## config.mk

```make
export PLATFORM = sky130hd
export DESIGN_NAME = two_bit_clocked_frame_receiver
export DESIGN_NICKNAME = d
export VERILOG_FILES = /design/src/rtl/tbcfr_pkg.sv /design/src/rtl/tbcfr_core.sv /design/src/rtl/two_bit_clocked_frame_receiver.sv
export SDC_FILE = /design/constraint.sdc
export NUM_CORES = 1
export LEC_CHECK = 0
export BUFFER_PORTS_ARGS = -buffer_cell sky130_fd_sc_hd__buf_2
export CAP_MARGIN = 0
export CELL_PAD_IN_SITES_DETAIL_PLACEMENT = 1
export CELL_PAD_IN_SITES_GLOBAL_PLACEMENT = 2
export CORE_UTILIZATION = 37
export CTS_CLUSTER_DIAMETER = 40
export DETAILED_ROUTE_END_ITERATION = 8
export PLACE_DENSITY_LB_ADDON = 0.1
export SETUP_SLACK_MARGIN = 0.02
export SLEW_MARGIN = 25
export SYNTH_ARGS = -nofsm -noshare
export SYNTH_HDL_FRONTEND = slang
export SYNTH_SLANG_ARGS = --single-unit
```

## constraint.sdc

```tcl
create_clock -name clock -period 4.39 [get_ports clock]
set_input_delay 0.878 -clock clock [delete_from_list [all_inputs] [get_ports clock]]
set_output_delay 0.878 -clock clock [all_outputs]
set_load 0.005 [all_outputs]
```

## src/rtl/tbcfr_pkg.sv

```systemverilog
// Shared types and constants for the two-bit clocked frame receiver.
`timescale 1ns / 1ps

package tbcfr_pkg;

   localparam int CHAN_W = 4;
   localparam int BYTE_W = 8;
   localparam int LIMIT_W = 8;
   localparam int REQ_DATA_W = 8;
   localparam int RSP_DATA_W = 16;

   // channel word bit positions
   localparam int CLK_BIT = 3;
   localparam int ACK_BIT = 2;

   // control bytes
   localparam logic [BYTE_W-1:0] CTRL_ESCAPE = 8'h01;
   localparam logic [BYTE_W-1:0] CTRL_BEGIN = 8'h02;
   localparam logic [BYTE_W-1:0] CTRL_END = 8'h03;

   localparam logic [LIMIT_W-1:0] ACK_HOLD_RESET = 8'd20;

   typedef struct packed {
      logic [CHAN_W-1:0] channel_out;
      logic              byte_valid;
      logic [BYTE_W-1:0] byte_value;
      logic              frame_end;
   } result_type;

endpackage

```

## src/rtl/tbcfr_core.sv

```systemverilog
// Frame state machine: clock edge detect, pair shifter, escape and ack handling.
`timescale 1ns / 1ps

module tbcfr_core (
   input  logic                                clock,
   input  logic                                reset,
   input  logic                                step,
   input  logic [tbcfr_pkg::CHAN_W-1:0]        chan,
   input  logic [tbcfr_pkg::LIMIT_W-1:0]       limit,
   output tbcfr_pkg::result_type               result
);

   localparam logic [1:0] PH_AWAIT = 2'd0;
   localparam logic [1:0] PH_RECEIVE = 2'd1;
   localparam logic [1:0] PH_ACK = 2'd2;
   localparam logic [1:0] PH_RELEASE = 2'd3;

   logic [1:0] phase_ff, phase_in;
   logic [tbcfr_pkg::BYTE_W-1:0] shift_ff, shift_in;
   logic [2:0] bits_ff, bits_in;
   logic prev_clk_ff, prev_clk_in;
   logic escape_ff, escape_in;
   logic [tbcfr_pkg::LIMIT_W-1:0] count_ff, count_in;

   logic clk_edge;
   logic byte_done;
   logic [tbcfr_pkg::BYTE_W-1:0] new_byte;
   logic is_ctrl;

   assign clk_edge = chan[tbcfr_pkg::CLK_BIT] != prev_clk_ff;
   assign new_byte = {shift_ff[tbcfr_pkg::BYTE_W-3:0], chan[1:0]};
   assign byte_done = clk_edge && (bits_ff == 3'd6);
   assign is_ctrl = (new_byte == tbcfr_pkg::CTRL_ESCAPE) ||
                    (new_byte == tbcfr_pkg::CTRL_BEGIN) ||
                    (new_byte == tbcfr_pkg::CTRL_END);

   always_comb begin
      phase_in = phase_ff;
      shift_in = shift_ff;
      bits_in = bits_ff;
      prev_clk_in = prev_clk_ff;
      escape_in = escape_ff;
      count_in = count_ff;
      result.channel_out = chan;
      result.byte_valid = 1'b0;
      result.byte_value = '0;
      result.frame_end = 1'b0;

      // clock is only tracked while waiting or receiving
      if ((phase_ff == PH_AWAIT || phase_ff == PH_RECEIVE) && clk_edge) begin
         prev_clk_in = chan[tbcfr_pkg::CLK_BIT];
         shift_in = new_byte;
         bits_in = bits_ff + 3'd2;
      end

      case (phase_ff)
         PH_AWAIT: begin
            if (byte_done && new_byte == tbcfr_pkg::CTRL_BEGIN) begin
               phase_in = PH_RECEIVE;
            end
         end
         PH_RECEIVE: begin
            if (byte_done) begin
               result.byte_valid = 1'b1;
               result.byte_value = new_byte;
               if (is_ctrl) begin
                  if (escape_ff) begin
                     escape_in = 1'b0;
                  end else if (new_byte == tbcfr_pkg::CTRL_ESCAPE) begin
                     escape_in = 1'b1;
                  end else if (new_byte == tbcfr_pkg::CTRL_END) begin
                     result.frame_end = 1'b1;
                     phase_in = PH_ACK;
                  end
               end
            end
         end
         PH_ACK: begin
            if (count_ff <= limit) begin
               result.channel_out[tbcfr_pkg::ACK_BIT] = 1'b1;
               if (count_ff == limit) begin
                  count_in = '0;
                  phase_in = PH_RELEASE;
               end else begin
                  count_in = count_ff + 1'b1;
               end
            end else begin
               // limit lowered under a running count: release now
               result.channel_out[tbcfr_pkg::ACK_BIT] = 1'b0;
               count_in = '0;
               phase_in = PH_AWAIT;
            end
         end
         default: begin
            result.channel_out[tbcfr_pkg::ACK_BIT] = 1'b0;
            count_in = '0;
            phase_in = PH_AWAIT;
         end
      endcase
   end

   always_ff @(posedge clock) begin
      if (reset) begin
         phase_ff <= PH_AWAIT;
         shift_ff <= '0;
         bits_ff <= '0;
         prev_clk_ff <= 1'b0;
         escape_ff <= 1'b0;
         count_ff <= '0;
      end else if (step) begin
         phase_ff <= phase_in;
         shift_ff <= shift_in;
         bits_ff <= bits_in;
         prev_clk_ff <= prev_clk_in;
         escape_ff <= escape_in;
         count_ff <= count_in;
      end
   end

endmodule

```

## src/rtl/two_bit_clocked_frame_receiver.sv

```systemverilog
// Top level: input register, frame state machine, output register, csr.
// An accepted item is held in the input register; its result is then registered in the
// output register and offered on the result port.
// Throughput: one item per cycle; the input and output registers stall
// together only when the result side holds off.
// Reset (synchronous, active high): waits for BEGIN, shifter and ack count
// cleared, ack hold limit back to 20.
`timescale 1ns / 1ps

module two_bit_clocked_frame_receiver (
   input  logic                                 clock,
   input  logic                                 reset,
   input  logic                                 req_tvalid,
   output logic                                 req_tready,
   input  logic [tbcfr_pkg::REQ_DATA_W-1:0]     req_tdata,   // [3:0] channel_in
   output logic                                 rsp_tvalid,
   input  logic                                 rsp_tready,
   output logic [tbcfr_pkg::RSP_DATA_W-1:0]     rsp_tdata,   // [3:0] channel_out, [11:4] byte_value
   output logic                                 rsp_tuser,   // [0] byte_valid
   output logic                                 rsp_tlast,   // frame_end
   input  logic                                 csr_valid,
   output logic                                 csr_ready,
   input  logic [tbcfr_pkg::LIMIT_W-1:0]        csr_data
);

   logic in_valid_ff;
   logic [tbcfr_pkg::CHAN_W-1:0] in_chan_ff;
   logic out_valid_ff;
   tbcfr_pkg::result_type out_ff;
   tbcfr_pkg::result_type core_result;
   logic [tbcfr_pkg::LIMIT_W-1:0] limit_ff;
   logic advance;
   logic step;

   assign advance = !out_valid_ff || rsp_tready;
   assign req_tready = !in_valid_ff || advance;
   assign step = in_valid_ff && advance;
   assign csr_ready = 1'b1;

   always_ff @(posedge clock) begin
      if (reset) begin
         limit_ff <= tbcfr_pkg::ACK_HOLD_RESET;
      end else if (csr_valid) begin
         limit_ff <= csr_data;
      end
   end

   always_ff @(posedge clock) begin
      if (reset) begin
         in_valid_ff <= 1'b0;
      end else if (req_tready) begin
         in_valid_ff <= req_tvalid;
      end
   end

   always_ff @(posedge clock) begin
      if (req_tready && req_tvalid) begin
         in_chan_ff <= req_tdata[tbcfr_pkg::CHAN_W-1:0];
      end
   end

   tbcfr_core u_core (
      .clock  (clock),
      .reset  (reset),
      .step   (step),
      .chan   (in_chan_ff),
      .limit  (limit_ff),
      .result (core_result)
   );

   always_ff @(posedge clock) begin
      if (reset) begin
         out_valid_ff <= 1'b0;
      end else if (advance) begin
         out_valid_ff <= in_valid_ff;
      end
   end

   always_ff @(posedge clock) begin
      if (step) begin
         out_ff <= core_result;
      end
   end

   assign rsp_tvalid = out_valid_ff;
   assign rsp_tdata = {4'b0000, out_ff.byte_value, out_ff.channel_out};
   assign rsp_tuser = out_ff.byte_valid;
   assign rsp_tlast = out_ff.frame_end;

endmodule

```

# After elaboration in Yosys (flattened, before gate mapping)
# Cells that the tools add are included.
[word_totals]
out_inout_bits = 21
inputBits = 21
register_bits = 49
word_cells = 77
[op_classes]
n_eq_ne = 15
n_addsub = 2
reduce_logical = 20
n_lt_le_gt_ge = 1
mux = 21
n_bitwise = 4
[ops]
columns = ["cell", "count"]
rows = [
  ["$eq 8x2->1 const B", 2],
  ["$mux 2", 8],
  ["$mux 8", 2],
  ["$pmux 8 s2", 1],
  ["$mux 10", 1],
  ["$add 8x1->8 const B", 1],
  ["$eq 8x1->1 const B", 1],
  ["$eq 8x8->1", 1],
  ["$le 8x8->1", 1],
  ["$ne 2x2->1 const B", 4],
  ["$reduce_and 8->1", 1],
  ["$mux 1", 7],
  ["$pmux 2 s3", 1],
  ["$reduce_and 2->1", 3],
  ["$logic_and 1x1->1", 5],
  ["$logic_or 1x1->1", 5],
  ["$reduce_or 5->1", 1],
  ["$ne 2x1->1 const B", 2],
  ["$not 1->1", 4],
  ["$reduce_and 4->1", 1],
  ["$add 3x2->3 const B", 1],
  ["$eq 3x3->1 const B", 1],
  ["$ne 3x3->1 const B", 1],
  ["$eq 2x1->1 const B", 1],
  ["6 further kinds", 7],
]

# Longest topological paths before layout
# Gate-level depths: netlist (run 1).
[depth]
word_depth = 7
mapped_depth = 7

# Cells and area by module
# Synthesis (run 1) repeated with hierarchy kept, for this count alone.
[hier_totals]
hier_cells = 204
area_unflattened_um2 = 2172.1
[modules_own_cells]
columns = ["module", "cells_each", "seq_area_each_um2", "n_inst", "area_per_inst_um2"]
rows = [
  ["tbcfr_core", 143, 400.4, 1, 1208.7],
  ["two_bit_clocked_frame_receiver", 61, 740.7, 1, 963.4],
]

# Worst setup path after synthesis (run 1)
# No wires, ideal clock.
[synth_path]
kind = "input to register"
start = "input port rsp_tready"
end = "register u_core.escape_ff"
setup_slack_ns = 2.160
t_arrival_ns = 2.160
n_path_buf = 0
setup_ns = 0.070
cell_stages = 6
required_time_ns = 4.320
cell_sequence = "nand2b_1 -> nand2_1 -> inv_1 -> nand4_1 -> or3b_1 -> a21oi_1"
[synth_between]
elab_chain_cells = 3
[synth_rtl]
columns = ["item", "line_no", "source"]
rows = [
  ["start, declared", "two_bit_clocked_frame_receiver.sv:17", "input logic rsp_tready,"],
  ["$logic_or 1x1->1", "two_bit_clocked_frame_receiver.sv:35", "assign advance = !out_valid_ff || rsp_tready;"],
  ["$logic_and 1x1->1", "two_bit_clocked_frame_receiver.sv:37", "assign step = in_valid_ff && advance;"],
  ["named net step", "two_bit_clocked_frame_receiver.sv:33", "logic step;"],
  ["$reduce_and 4->1 (no source line)", "-", ""],
  ["end signal, assigned", "tbcfr_core.sv:115", "escape_ff <= escape_in;"],
  ["end, declared", "tbcfr_core.sv:22", "logic escape_ff, escape_in;"],
]
# The timed path passes the listed nets, and every way through them passes these cells.
# A chain may end at the register's enable or synchronous reset.

# Worst setup path after layout (run 1)
[layout_path]
start = "input port rsp_tready"
end = "output port req_tready"
[layout_between]
elab_chain_cells = 2
[layout_rtl]
columns = ["item", "line_no", "source"]
rows = [
  ["$logic_or 1x1->1", "two_bit_clocked_frame_receiver.sv:35", ""],
  ["$logic_or 1x1->1", "two_bit_clocked_frame_receiver.sv:36", "assign req_tready = !in_valid_ff || advance;"],
  ["end, declared", "two_bit_clocked_frame_receiver.sv:14", "output logic req_tready,"],
]
# No other way between the ends.

==> metrics.txt, run 1 <==
Tcrit/Tclk final 51.2%; Placed Cells roughly 310; antenna-violating nets left 0; YS warnings 0; worst min-delay path class reg2reg; main combinational cell family by area after synthesis simple AND/OR/NAND/NOR gates; most frequent CP cell buf_2; post-synthesis cell count between 200 and 250; final slew viol count 0; ranking of synthesized cells by area dfxtp_1, edfxtp_1, mux2i_1, ha_1, nor2_1; fin cells 320; Yosys cell types 40; Avg WL per Cell 13.3 microns; via/cell ratio 4.96; grt total ovfl 0; GP Congestion between 0.7 and 0.8; CTS max path bufs 2; die area 0.00634 sq mm; Yosys top cell area share 27.0%; MaxCap Viol Count 0; P_leak a little under 1 nW; Die H roughly 80 microns; CP max FO 3; CTS tree done; first-pass GRT wire length ~7.3 mm; Post-Synth XOR/XNOR Area around 2.4%; worst rel slew slack between 60% and 70%; starting density of the core about two fifths; routed wire length ~4.3 mm; Pwr Density approximately 330 mW/mm^2; Logic pwr share approximately 7.4%; Iter 0 DRT Violations 17; Yosys top cell by area dfxtp_1; worst path cell trace buf_2, nor2b_1, nand2_1, buf_2; Tmin final about 2.2 ns; clock-pin slew on the worst setup and hold paths 0.09 ns; multiplexer area fraction after synthesis 6.29%; Root Driver clkbuf_8; cell class contributing the biggest share of worst-path delay simple AND/OR/NAND/NOR gates; WP buf/inv 2; post-synthesis adder-cell area fraction between 5 and 6%; internal power around 0.00063 W; sw power 0.000193 W; initial antenna violation count 0; Clk Latency, worst-skew pair 0.30 ns; mean post-synth cell area a little over 10 sq um; Crit Path Category in2out; final setup TNS 0 ns; row cnt 27; Fmax between 400 and 500 MHz; vias in the first global route 1,657; Mapped Area around 0.0022 sq mm; clock share of power 33.8%; Finish-stage setup viols 0; outcome finished, final reports clean; Worst Skew approximately 0.0044 ns; Worst EP required between 3 and 4 ns; slew at the pin closest to its max-slew limit between 0.5 and 0.6 ns; layout cell share with drive strength beyond 1 between 10% and 20%; Synth Area in Simple Gates 19.4%; chip width roughly 80 microns; Nets between 200 and 300; IO Pins between 40 and 50; sequential share of the synthesized area about half; worst vdd ir around 0.12 mV; Synth Area in Compound Gates about a tenth; Reg power frac a little under 60%; Worst path max stage delay about 0.17 ns; Clock Sinks 48; RSZ-0062 raised after global routing no; GR Util All Layers 15.0%; area grow syn2layout 13.4%; Post-CTS Resized 0; net switching fraction of the power between 20% and 30%; final count of hold timing violations 0; final HPWL from detailed placement 3.16 mm; CTS buffer count 5; Critical Path AT 1.37 ns; PortBufs 32; # diodes 0; Critical-path top delay cell nor2b_1; largest net degree at the start of global routing 31; Core ar. roughly 0.0056 sq mm; Startpoint Class input pin; CP endpoint kind output port; CTS Hold Bufs 0; Pre-antenna DRT Iters 3; setup repair bufs after CTS 0; H-Tree Depth 2; register bit total from synthesis 48; drt drc 0; Via Count around 1,600
[per-layer routing]
metal  vias up  part of all wire, %  wire length [microns]  track usage, %
li1        807                    -                      -               -
met1       750                   44                   1870            16.1
met2        24                   52                   2210            28.2
met3         6                  2.8                    119            3.77
met4         0                  1.3                     55            4.91
met5         -                    0                      0               0
[cell type report]
type	instances	area [sq um]
multi-input combinational	146	978
inverter	12	45.0
sequential	48	1140
clock inverter	2	15.0
fill	658	3110
clock buffer	6	82.6
timing repair buffer	34	175
tap	72	90.1
[Yosys cell counts (all sizes together)]
library cell	count
nand3	5
xnor2	4
o211ai	4
or2	1
a211oi	5
nor3b	2
nand2b	2
buf	10
a31o	1
or3b	1
inv	12
nand2	17
nor2b	4
edfxtp	18
a31oi	1
o21ai	2
dfxtp	30
a2111oi	1
and2	9
conb	2
ha	10
a21o	2
xor2	2
a311oi	1
nor4	2
a21oi	8
nand4	7
mux2i	14
o21a	1
nor3	2
o221ai	1
and3	2
clkbuf	3
nor2	28
o41ai	1
and4b	1
[stage by stage]
step	area, sq um	hold WS [ns]	util (%)	power [W]	worst slack [ns]
CTS	2530	0.485	44.8	0.000839	2.14
floorplan	2240	0.450	-	0.000536	2.16
global placement	2430	0.465	43.1	0.000555	2.01
detailed placement	2430	0.472	43.1	0.000557	1.99
finish	2530	0.483	44.8	0.000823	2.14
global route	2530	0.527	44.8	0.000863	2.07
[cells by family (layout without fill, tap and decap cells)]
kind of cell	Yosys count	count (layout)
mux	14	14
fa+ha+maj	10	10
compound gates	28	28
flops	48	48
buf+inv	25	54
xor+xnor	6	6
other cells	2	5
simple gates	83	83
[worst reg2reg max path, cell delays in order (launching register included)]
cell,delay [ns]
dfxtp_1,0.42
ha_1,0.27
a21oi_1,0.13
nor2_1,0.08
a2111oi_4,0.40
nand2_1,0.23
a211oi_1,0.28
[sequential cells by signal, indices dropped and copies added, names as in the netlist]
signal              flops
in_chan_ff              4
in_valid_ff             1
limit_ff                8
rsp_tdata              12
rsp_tlast               1
rsp_tuser               1
rsp_tvalid              1
u_core.bits_ff          2
u_core.count_ff         8
u_core.escape_ff        1
u_core.phase_ff         2
u_core.prev_clk_ff      1
u_core.shift_ff         6
[path summary, 6_finish.rpt]
| path | from | end | slack (ns) | depth (start not counted) |
|---|---|---|---|---|
| max reg2reg | u_core.count_ff[5] | u_core.count_ff[7] | 2.50 | 6 |
| min reg2reg | u_core.escape_ff | u_core.escape_ff | 0.48 | 2 |
| max | rsp_tready | req_tready | 2.14 | 4 |
| min | u_core.escape_ff | u_core.escape_ff | 0.48 | 2 |
[power by group through the flow]
stage | clock network (W) | logic [W] | registers [W]
2_1_floorplan | 0 | 0.0000424 | 0.000494
4_1_cts | 0.000293 | 0.0000622 | 0.000485
3_5_place_dp | 0 | 0.0000619 | 0.000495
6_report | 0.000279 | 0.0000607 | 0.000484
5_1_grt | 0.000307 | 0.0000697 | 0.000486
3_3_place_gp | 0 | 0.0000603 | 0.000494
[cells in the final DEF (no fill, tap or decap), drive strengths merged, types with 2 or more instances in the layout]
cell type  count
conb           5
inv           12
o21ai          2
nor3           2
nor2          28
xor2           2
a21o           2
and3           2
ha            10
clkinvlp       2
a211oi         5
nand3          5
and2           9
nor3b          2
nand2b         2
nand2         17
edfxtp        18
nand4          7
mux2i         14
a21oi          8
clkbuf         6
dfxtp         30
nor4           2
nor2b          4
o211ai         4
xnor2          4
buf           34
Power figures use the tool's default switching activity.
==> run 2: changes to the inputs <==
--- a/config.mk
+++ b/config.mk
@@ -5,11 +5,12 @@
 export SDC_FILE = /design/constraint.sdc
 export NUM_CORES = 1
 export LEC_CHECK = 0
+export ABC_AREA = 1
 export BUFFER_PORTS_ARGS = -buffer_cell sky130_fd_sc_hd__buf_2
 export CAP_MARGIN = 0
 export CELL_PAD_IN_SITES_DETAIL_PLACEMENT = 1
 export CELL_PAD_IN_SITES_GLOBAL_PLACEMENT = 2
-export CORE_UTILIZATION = 37
+export CORE_UTILIZATION = 32
 export CTS_CLUSTER_DIAMETER = 40
 export DETAILED_ROUTE_END_ITERATION = 8
 export PLACE_DENSITY_LB_ADDON = 0.1
==> constraint.sdc (replaced) <==
create_clock -name clock -period 2.3 [get_ports clock]
set_input_delay 0.46 -clock clock [delete_from_list [all_inputs] [get_ports clock]]
set_output_delay 0.46 -clock clock [all_outputs]
set_load 0.005 [all_outputs]
==> metrics.txt, run 2 <==
outcome finished, final reports clean; Yosys top cell by area dfxtp_1; most common cell in the netlist nand2_1; first-pass GRT wire length 8.02 mm (+9.2%); Nets 328 (+18%); Die H 86.0 microns (+8.1%); worst vdd ir 0.235 mV (+100%); Pre-antenna DRT Iters 4 (+1); Startpoint Class register; Iter 0 DRT Violations 57 (+40); CTS Hold Bufs 0 (unchanged); H-Tree Depth 2 (unchanged); Mapped Area 0.00226 sq mm (+1.4%); final slew viol count 0 (unchanged); chip width 86.0 microns (+8.1%); Tcrit/Tclk final 73.9%; row cnt 30 (+11%); mean post-synth cell area 8.62 sq um (-16%); GP Congestion 0.730 (-4.0%); EDFF count, synth 18 (unchanged); grt total ovfl 0 (unchanged); starting density of the core 33.3% (-6.2 points); Avg WL per Cell 11.8 microns (-11%); fin cells 394 (+23%); Root Driver clkbuf_8; dominant synthesized flop cell dfxtp_1; vias in the first global route 1,701 (+2.7%); Yosys top cell area share 26.6% (-0.37 points); GR Util All Layers 14.1% (-0.88 points); CTS buffer count 5 (unchanged); final count of hold timing violations 0 (unchanged); layout cell share with drive strength beyond 1 20.1% (+0.78 points); PortBufs 32 (unchanged); Critical Path AT 1.94 ns (+0.57 ns); YS warnings 0 (unchanged); register bit total from synthesis 48 (unchanged); CTS max path bufs 2 (unchanged); initial antenna violation count 0 (unchanged); worst min-delay path class in2reg; P_leak 1.19 nW (+20%); final HPWL from detailed placement 3.65 mm (+15%); largest net degree at the start of global routing 18 (-42%); drt drc 0 (unchanged); fillers 833 (+27%); sequential share of the synthesized area 50.5% (-0.71 points); antenna-violating nets left 0 (unchanged); commonest non-fill, non-tap cells in the layout nand2_1, inv_1, nor2_1; Yosys cell types 33 (-18%); Worst Skew 0.00603 ns (+0.00159 ns); Worst EP required 2.54 ns (-0.97 ns); CP endpoint kind register; RSZ-0062 raised after global routing no; ranking of synthesized cells by area dfxtp_1, edfxtp_1, nand2_1, inv_1, nor2_1; Placed Cells 386 (+24%); worst rel slew slack 63.2% (+1.5 points); Crit Path Category reg2reg; Clock Sinks 48 (unchanged); IO Pins 42 (unchanged); max reg flops 12 (unchanged); die area 0.00740 sq mm (+17%); Tmin final roughly 1.7 ns; Clk Latency, worst-skew pair 0.30 ns (about the same); routed wire length 4.65 mm (+9.3%); # diodes 0 (unchanged); Finish-stage setup viols 0 (unchanged); Pwr Density 609 mW/mm^2 (+87%); Post-synth top cells nand2_1, inv_1, nor2_1, dfxtp_1, a21oi_1; clock-pin slew on the worst setup and hold paths 0.09 ns (about the same); slew at the pin closest to its max-slew limit 0.550 ns (-0.0236 ns); final setup TNS 0 ns (unchanged); Core ar. 0.00679 sq mm (+20%); Via Count 1,717 (+8.2%); Post-CTS Resized 0 (unchanged); Async SR Flop Fraction 0% (unchanged); setup repair bufs after CTS 0 (unchanged); CTS tree done; MaxCap Viol Count 0 (unchanged); most common cell after layout, fill and taps aside nand2_1; area grow syn2layout 15.0%; CP max FO 7 (+4); post-synthesis cell count 262 (+21%); via/cell ratio 4.36 (-12%); Fmax a little under 600 MHz
## run 2: changes by cell type in the layout (fill, tap and decap cells not counted), moves of 4 or more
cell	delta
xnor2_1	-4
mux2i_1	-13
nand2_2	+5
a21oi_1	+14
nand2_1	+30
nor2b_1	-4
nor2_1	+9
inv_1	+25
a211oi_1	-4
nand4_1	-6
and2_1	-9
o21ai_0	+15
o211ai_1	-4
## run 2: stage by stage
| step | cell area, sq um | total power [W] | hold WS, ns | setup WS (ns) | util, % |
|---|---|---|---|---|---|
| 2_1_floorplan | 2270 | 0.00105 | 0.426 | 0.754 | - |
| 3_3_place_gp | 2510 | 0.00109 | 0.434 | 0.553 | 36.9 |
| 3_5_place_dp | 2510 | 0.00110 | 0.447 | 0.522 | 36.9 |
| 4_1_cts | 2600 | 0.00161 | 0.320 | 0.553 | 38.2 |
| 5_1_grt | 2600 | 0.00167 | 0.319 | 0.391 | 38.2 |
| 6_report | 2600 | 0.00158 | 0.325 | 0.600 | 38.2 |
## run 2: path summary, 6_finish.rpt
kind | startpoint | endpoint | slack (ns) | cells past startpoint
worst max register to register | u_core.count_ff[5] | u_core.count_ff[4] | 0.60 | 8
worst min register to register | in_chan_ff[1] | rsp_tdata[1] | 0.46 | 0
worst max-delay path | u_core.count_ff[5] | u_core.count_ff[4] | 0.60 | 8
worst min-delay path | req_tdata[1] | in_chan_ff[1] | 0.33 | 1
## run 2: logic make-up (layout without fill, tap and decap cells)
logic type	count (synthesis)	in the layout	share of synthesized area (%)
multiplexers	1	1	0.443
adder cells (fa/ha/maj)	10	10	5.54
XOR/XNOR	1	1	0.388
buffers and inverters	48	81	8.97
AND/OR/NAND/NOR	108	108	23.4
other	2	5	0.332
AO/OA/AOI/OAI	44	44	10.4
flip-flops	48	48	50.5
## run 2: worst max-delay path: stages, from the launching register on
cell and delay, ns:
dfxtp_1 0.42, ha_1 0.27, a21oi_1 0.13, nor2_1 0.05, nor2_1 0.19, nand3_2 0.13
nand2_1 0.11, nand2_2 0.14, nor3b_2 0.20
## run 2: where the power goes
group	total [W]	switching, W	internal (W)
clock	0.000507	0.000297	0.000210
sequential	0.000933	0.0000164	0.000917
combinational	0.000141	0.0000910	0.0000503
total	0.00158	0.000404	0.00118
## run 2: routing by layer
| metal | vias to the layer above | GRT usage (%) | share of wire [%] |
|---|---|---|---|
| li1 | 898 | - | - |
| met1 | 779 | 19.7 | 53 |
| met2 | 34 | 21.6 | 42 |
| met3 | 6 | 3.18 | 3.3 |
| met4 | 0 | 4.55 | 1.3 |
| met5 | - | 0 | 0 |
## run 2: layout make-up
type / count / area (sq um) / share of cell area (%)
Clock buffer: 5 / 68.8 / 2.65
Clock inverter: 3 / 18.8 / 0.723
Inverter: 39 / 146 / 5.64
Multi-Input combinational cell: 169 / 927 / 35.7
Sequential cell: 48 / 1140 / 43.9
Tap cell: 96 / 120 / 4.62
Timing Repair Buffer: 34 / 175 / 6.74
==> run 3: changes to the inputs <==
--- a/config.mk
+++ b/config.mk
@@ -10,7 +10,7 @@
 export CAP_MARGIN = 0
 export CELL_PAD_IN_SITES_DETAIL_PLACEMENT = 1
 export CELL_PAD_IN_SITES_GLOBAL_PLACEMENT = 2
-export CORE_UTILIZATION = 32
+export CORE_UTILIZATION = 29
 export CTS_CLUSTER_DIAMETER = 40
 export DETAILED_ROUTE_END_ITERATION = 8
 export PLACE_DENSITY_LB_ADDON = 0.1
==> constraint.sdc (replaced) <==
create_clock -name clock -period 1.4 [get_ports clock]
set_input_delay 0.28 -clock clock [delete_from_list [all_inputs] [get_ports clock]]
set_output_delay 0.28 -clock clock [all_outputs]
set_load 0.005 [all_outputs]
==> metrics.txt, run 3 (same netlist as run 2, synthesis figures left out) <==
initial antenna violation count 0 (unchanged); Reg power frac 52.2% (-6.8 points); CTS buffer count 5 (unchanged); failing checks negative setup slack; max reg flops 12 (unchanged); Worst EP required 1.61 ns (-0.93 ns); antenna-violating nets left 0 (unchanged); register area 0.00116 sq mm (+1.3%); Crit Path Category reg2reg; RSZ-0062 raised after global routing yes; Clk Latency, worst-skew pair 0.31 ns (about the same); grt total ovfl 0 (unchanged); Multi-input gate area 0.00120 sq mm (+29%); Avg WL per Cell 12.4 microns (+5.3%); fillers 876 (+5.2%); vias in the first global route 1,988 (+17%); Die H 90.3 microns (+4.9%); final count of hold timing violations 0 (unchanged); starting density of the core 30.5% (-2.8 points); WL met2 2.58 mm (+32%); worst path cell trace inv_1, ha_4, nand2_2, nor2_4, nand2_2, nand2_1, nand2_1, nand2_2, nand2_1, nor2_1, nor2_1; routed wire length 5.48 mm (+18%); chip width 90.3 microns (+4.9%); internal power 0.00221 W (+88%); Finish-stage setup viols 16 (+16); commonest non-fill, non-tap cells in the layout buf_4, nand2_1, buf_2; Clock Sinks 48 (unchanged); CTS Hold Bufs 0 (unchanged); Startpoint Class register; final slew viol count 0 (unchanged); CTS max path bufs 2 (unchanged); die area 0.00815 sq mm (+10%); Logic pwr share 13.0% (+4.1 points); clock share of power 34.8% (+2.7 points); Fmax 672 MHz (+14%); cell class contributing the biggest share of worst-path delay simple AND/OR/NAND/NOR gates; MaxCap Viol Count 0 (unchanged); H-Tree Depth 2 (unchanged); sw power 0.000738 W (+83%); row cnt 31 (+3.3%); uppermost routed layer met4; WP buf/inv 1 (+1); # diodes 0 (unchanged); CP max FO 3 (-4); Core ar. 0.00741 sq mm (+9.0%); worst vdd ir 0.472 mV (+100%); Via Count 1,906 (+11%); first-pass GRT wire length 8.99 mm (+12%); CP endpoint kind register; Iter 0 DRT Violations 40 (-30%); Pre-antenna DRT Iters 3 (-1); via/cell ratio 4.32 (-0.82%); Pwr Density 901 mW/mm^2 (+48%); met3 WL 152 microns (-1.9%); GR Util All Layers 14.0% (-0.17 points); Critical Path AT 1.70 ns (-0.24 ns); IO Pins 42 (unchanged); layout cell share with drive strength beyond 1 47.7% (+28 points); Worst path max stage delay 0.32 ns (-0.10 ns); Worst Skew 0.00718 ns (+0.00115 ns); outcome finished with violations; largest net degree at the start of global routing 16 (-2); Tmin final 1.49 ns (-0.212 ns); P_leak 1.46 nW (+23%); drt drc 0 (unchanged); Critical-path top delay cell dfxtp_1; Nets 372 (+13%); Pwr Total 0.00295 W (+87%); Met1 Wirelength 2.69 mm (+8.5%); worst min-delay path class in2reg; GP Congestion 0.727 (-0.47%); Root Driver clkbuf_8; fin worst setup slack -0.0880 ns (-0.688 ns); most common cell after layout, fill and taps aside buf_4; CTS tree done; area grow syn2layout 45.0%; Tcrit/Tclk final 106% (+32 points); clock-pin slew on the worst setup and hold paths 0.09 ns (about the same); net switching fraction of the power 25.0% (-0.55 points); pre-CTS WS -0.200 ns (-0.722 ns); PortBufs 32 (unchanged); final HPWL from detailed placement 4.02 mm (+10%)
==> run 3: changes by cell type in the layout (fill, tap and decap cells not counted), moves of 6 or more <==
cell     previous run  this run
o21ai_0            17        10
ha_4                0         8
nor2_1             37        30
nand2_1            47        36
nand2_2             5        11
ha_1               10         2
dfxtp_1            30        20
a21oi_2             1         8
a21oi_1            22        15
dfxtp_2             0         9
inv_1              37        29
inv_2               2         9
buf_4               2        40
==> run 3: power by group through the flow <==
stage	sequential, W	clock (W)	combinational (W)
floorplan	0.00156	0	0.000160
global placement	0.00156	0	0.000287
CTS	0.00154	0.00107	0.000318
finish	0.00154	0.00103	0.000384
global route	0.00155	0.00110	0.000427
detailed placement	0.00157	0	0.000291
==> run 3: layout make-up <==
type                            count  share of cell area, %
Multi-Input combinational cell    169                   36.6
Tap cell                           99                   3.78
Timing Repair Buffer               78                   16.4
Inverter                           39                   4.54
Clock buffer                        5                   2.10
Clock inverter                      3                   1.30
Sequential cell                    48                   35.3
==> run 3: through the flow <==
stage               util, %  std cells  instance area, sq um  TNS (ns)  hold WS (ns)
floorplan                 -        265                  2280   -0.0115         0.349
finish                 44.2        441                  3280    -0.693         0.148
CTS                    40.7        432                  3020    -0.703         0.139
detailed placement     37.5        421                  2780     -2.08         0.454
global route           44.2        441                  3280     -2.63         0.139
global placement       37.5        421                  2780     -1.56         0.450
==> run 3: worst paths after layout <==
| kind | depth (start not counted) | endpoint | slack [ns] | from |
|---|---|---|---|---|
| worst max-delay path | 11 | u_core.phase_ff[1] | -0.09 | limit_ff[6] |
| worst min-delay path | 1 | in_chan_ff[1] | 0.15 | req_tdata[1] |
| worst max register to register | 11 | u_core.phase_ff[1] | -0.09 | limit_ff[6] |
| worst min register to register | 1 | u_core.bits_ff[1] | 0.44 | u_core.bits_ff[1] |
==> run 3: per-layer routing <==
metal,track usage [%],up-vias
li1,-,984
met1,17.6,882
met2,24.2,34
met3,2.27,6
met4,4.44,0
met5,0,-
==> run 3: timing repair <==
item	in CTS	in global routing
setup buffers	3	7
setup endpoints to repair	18	28
resized for setup	30	55
pin swaps	16	32
gates cloned	0	2
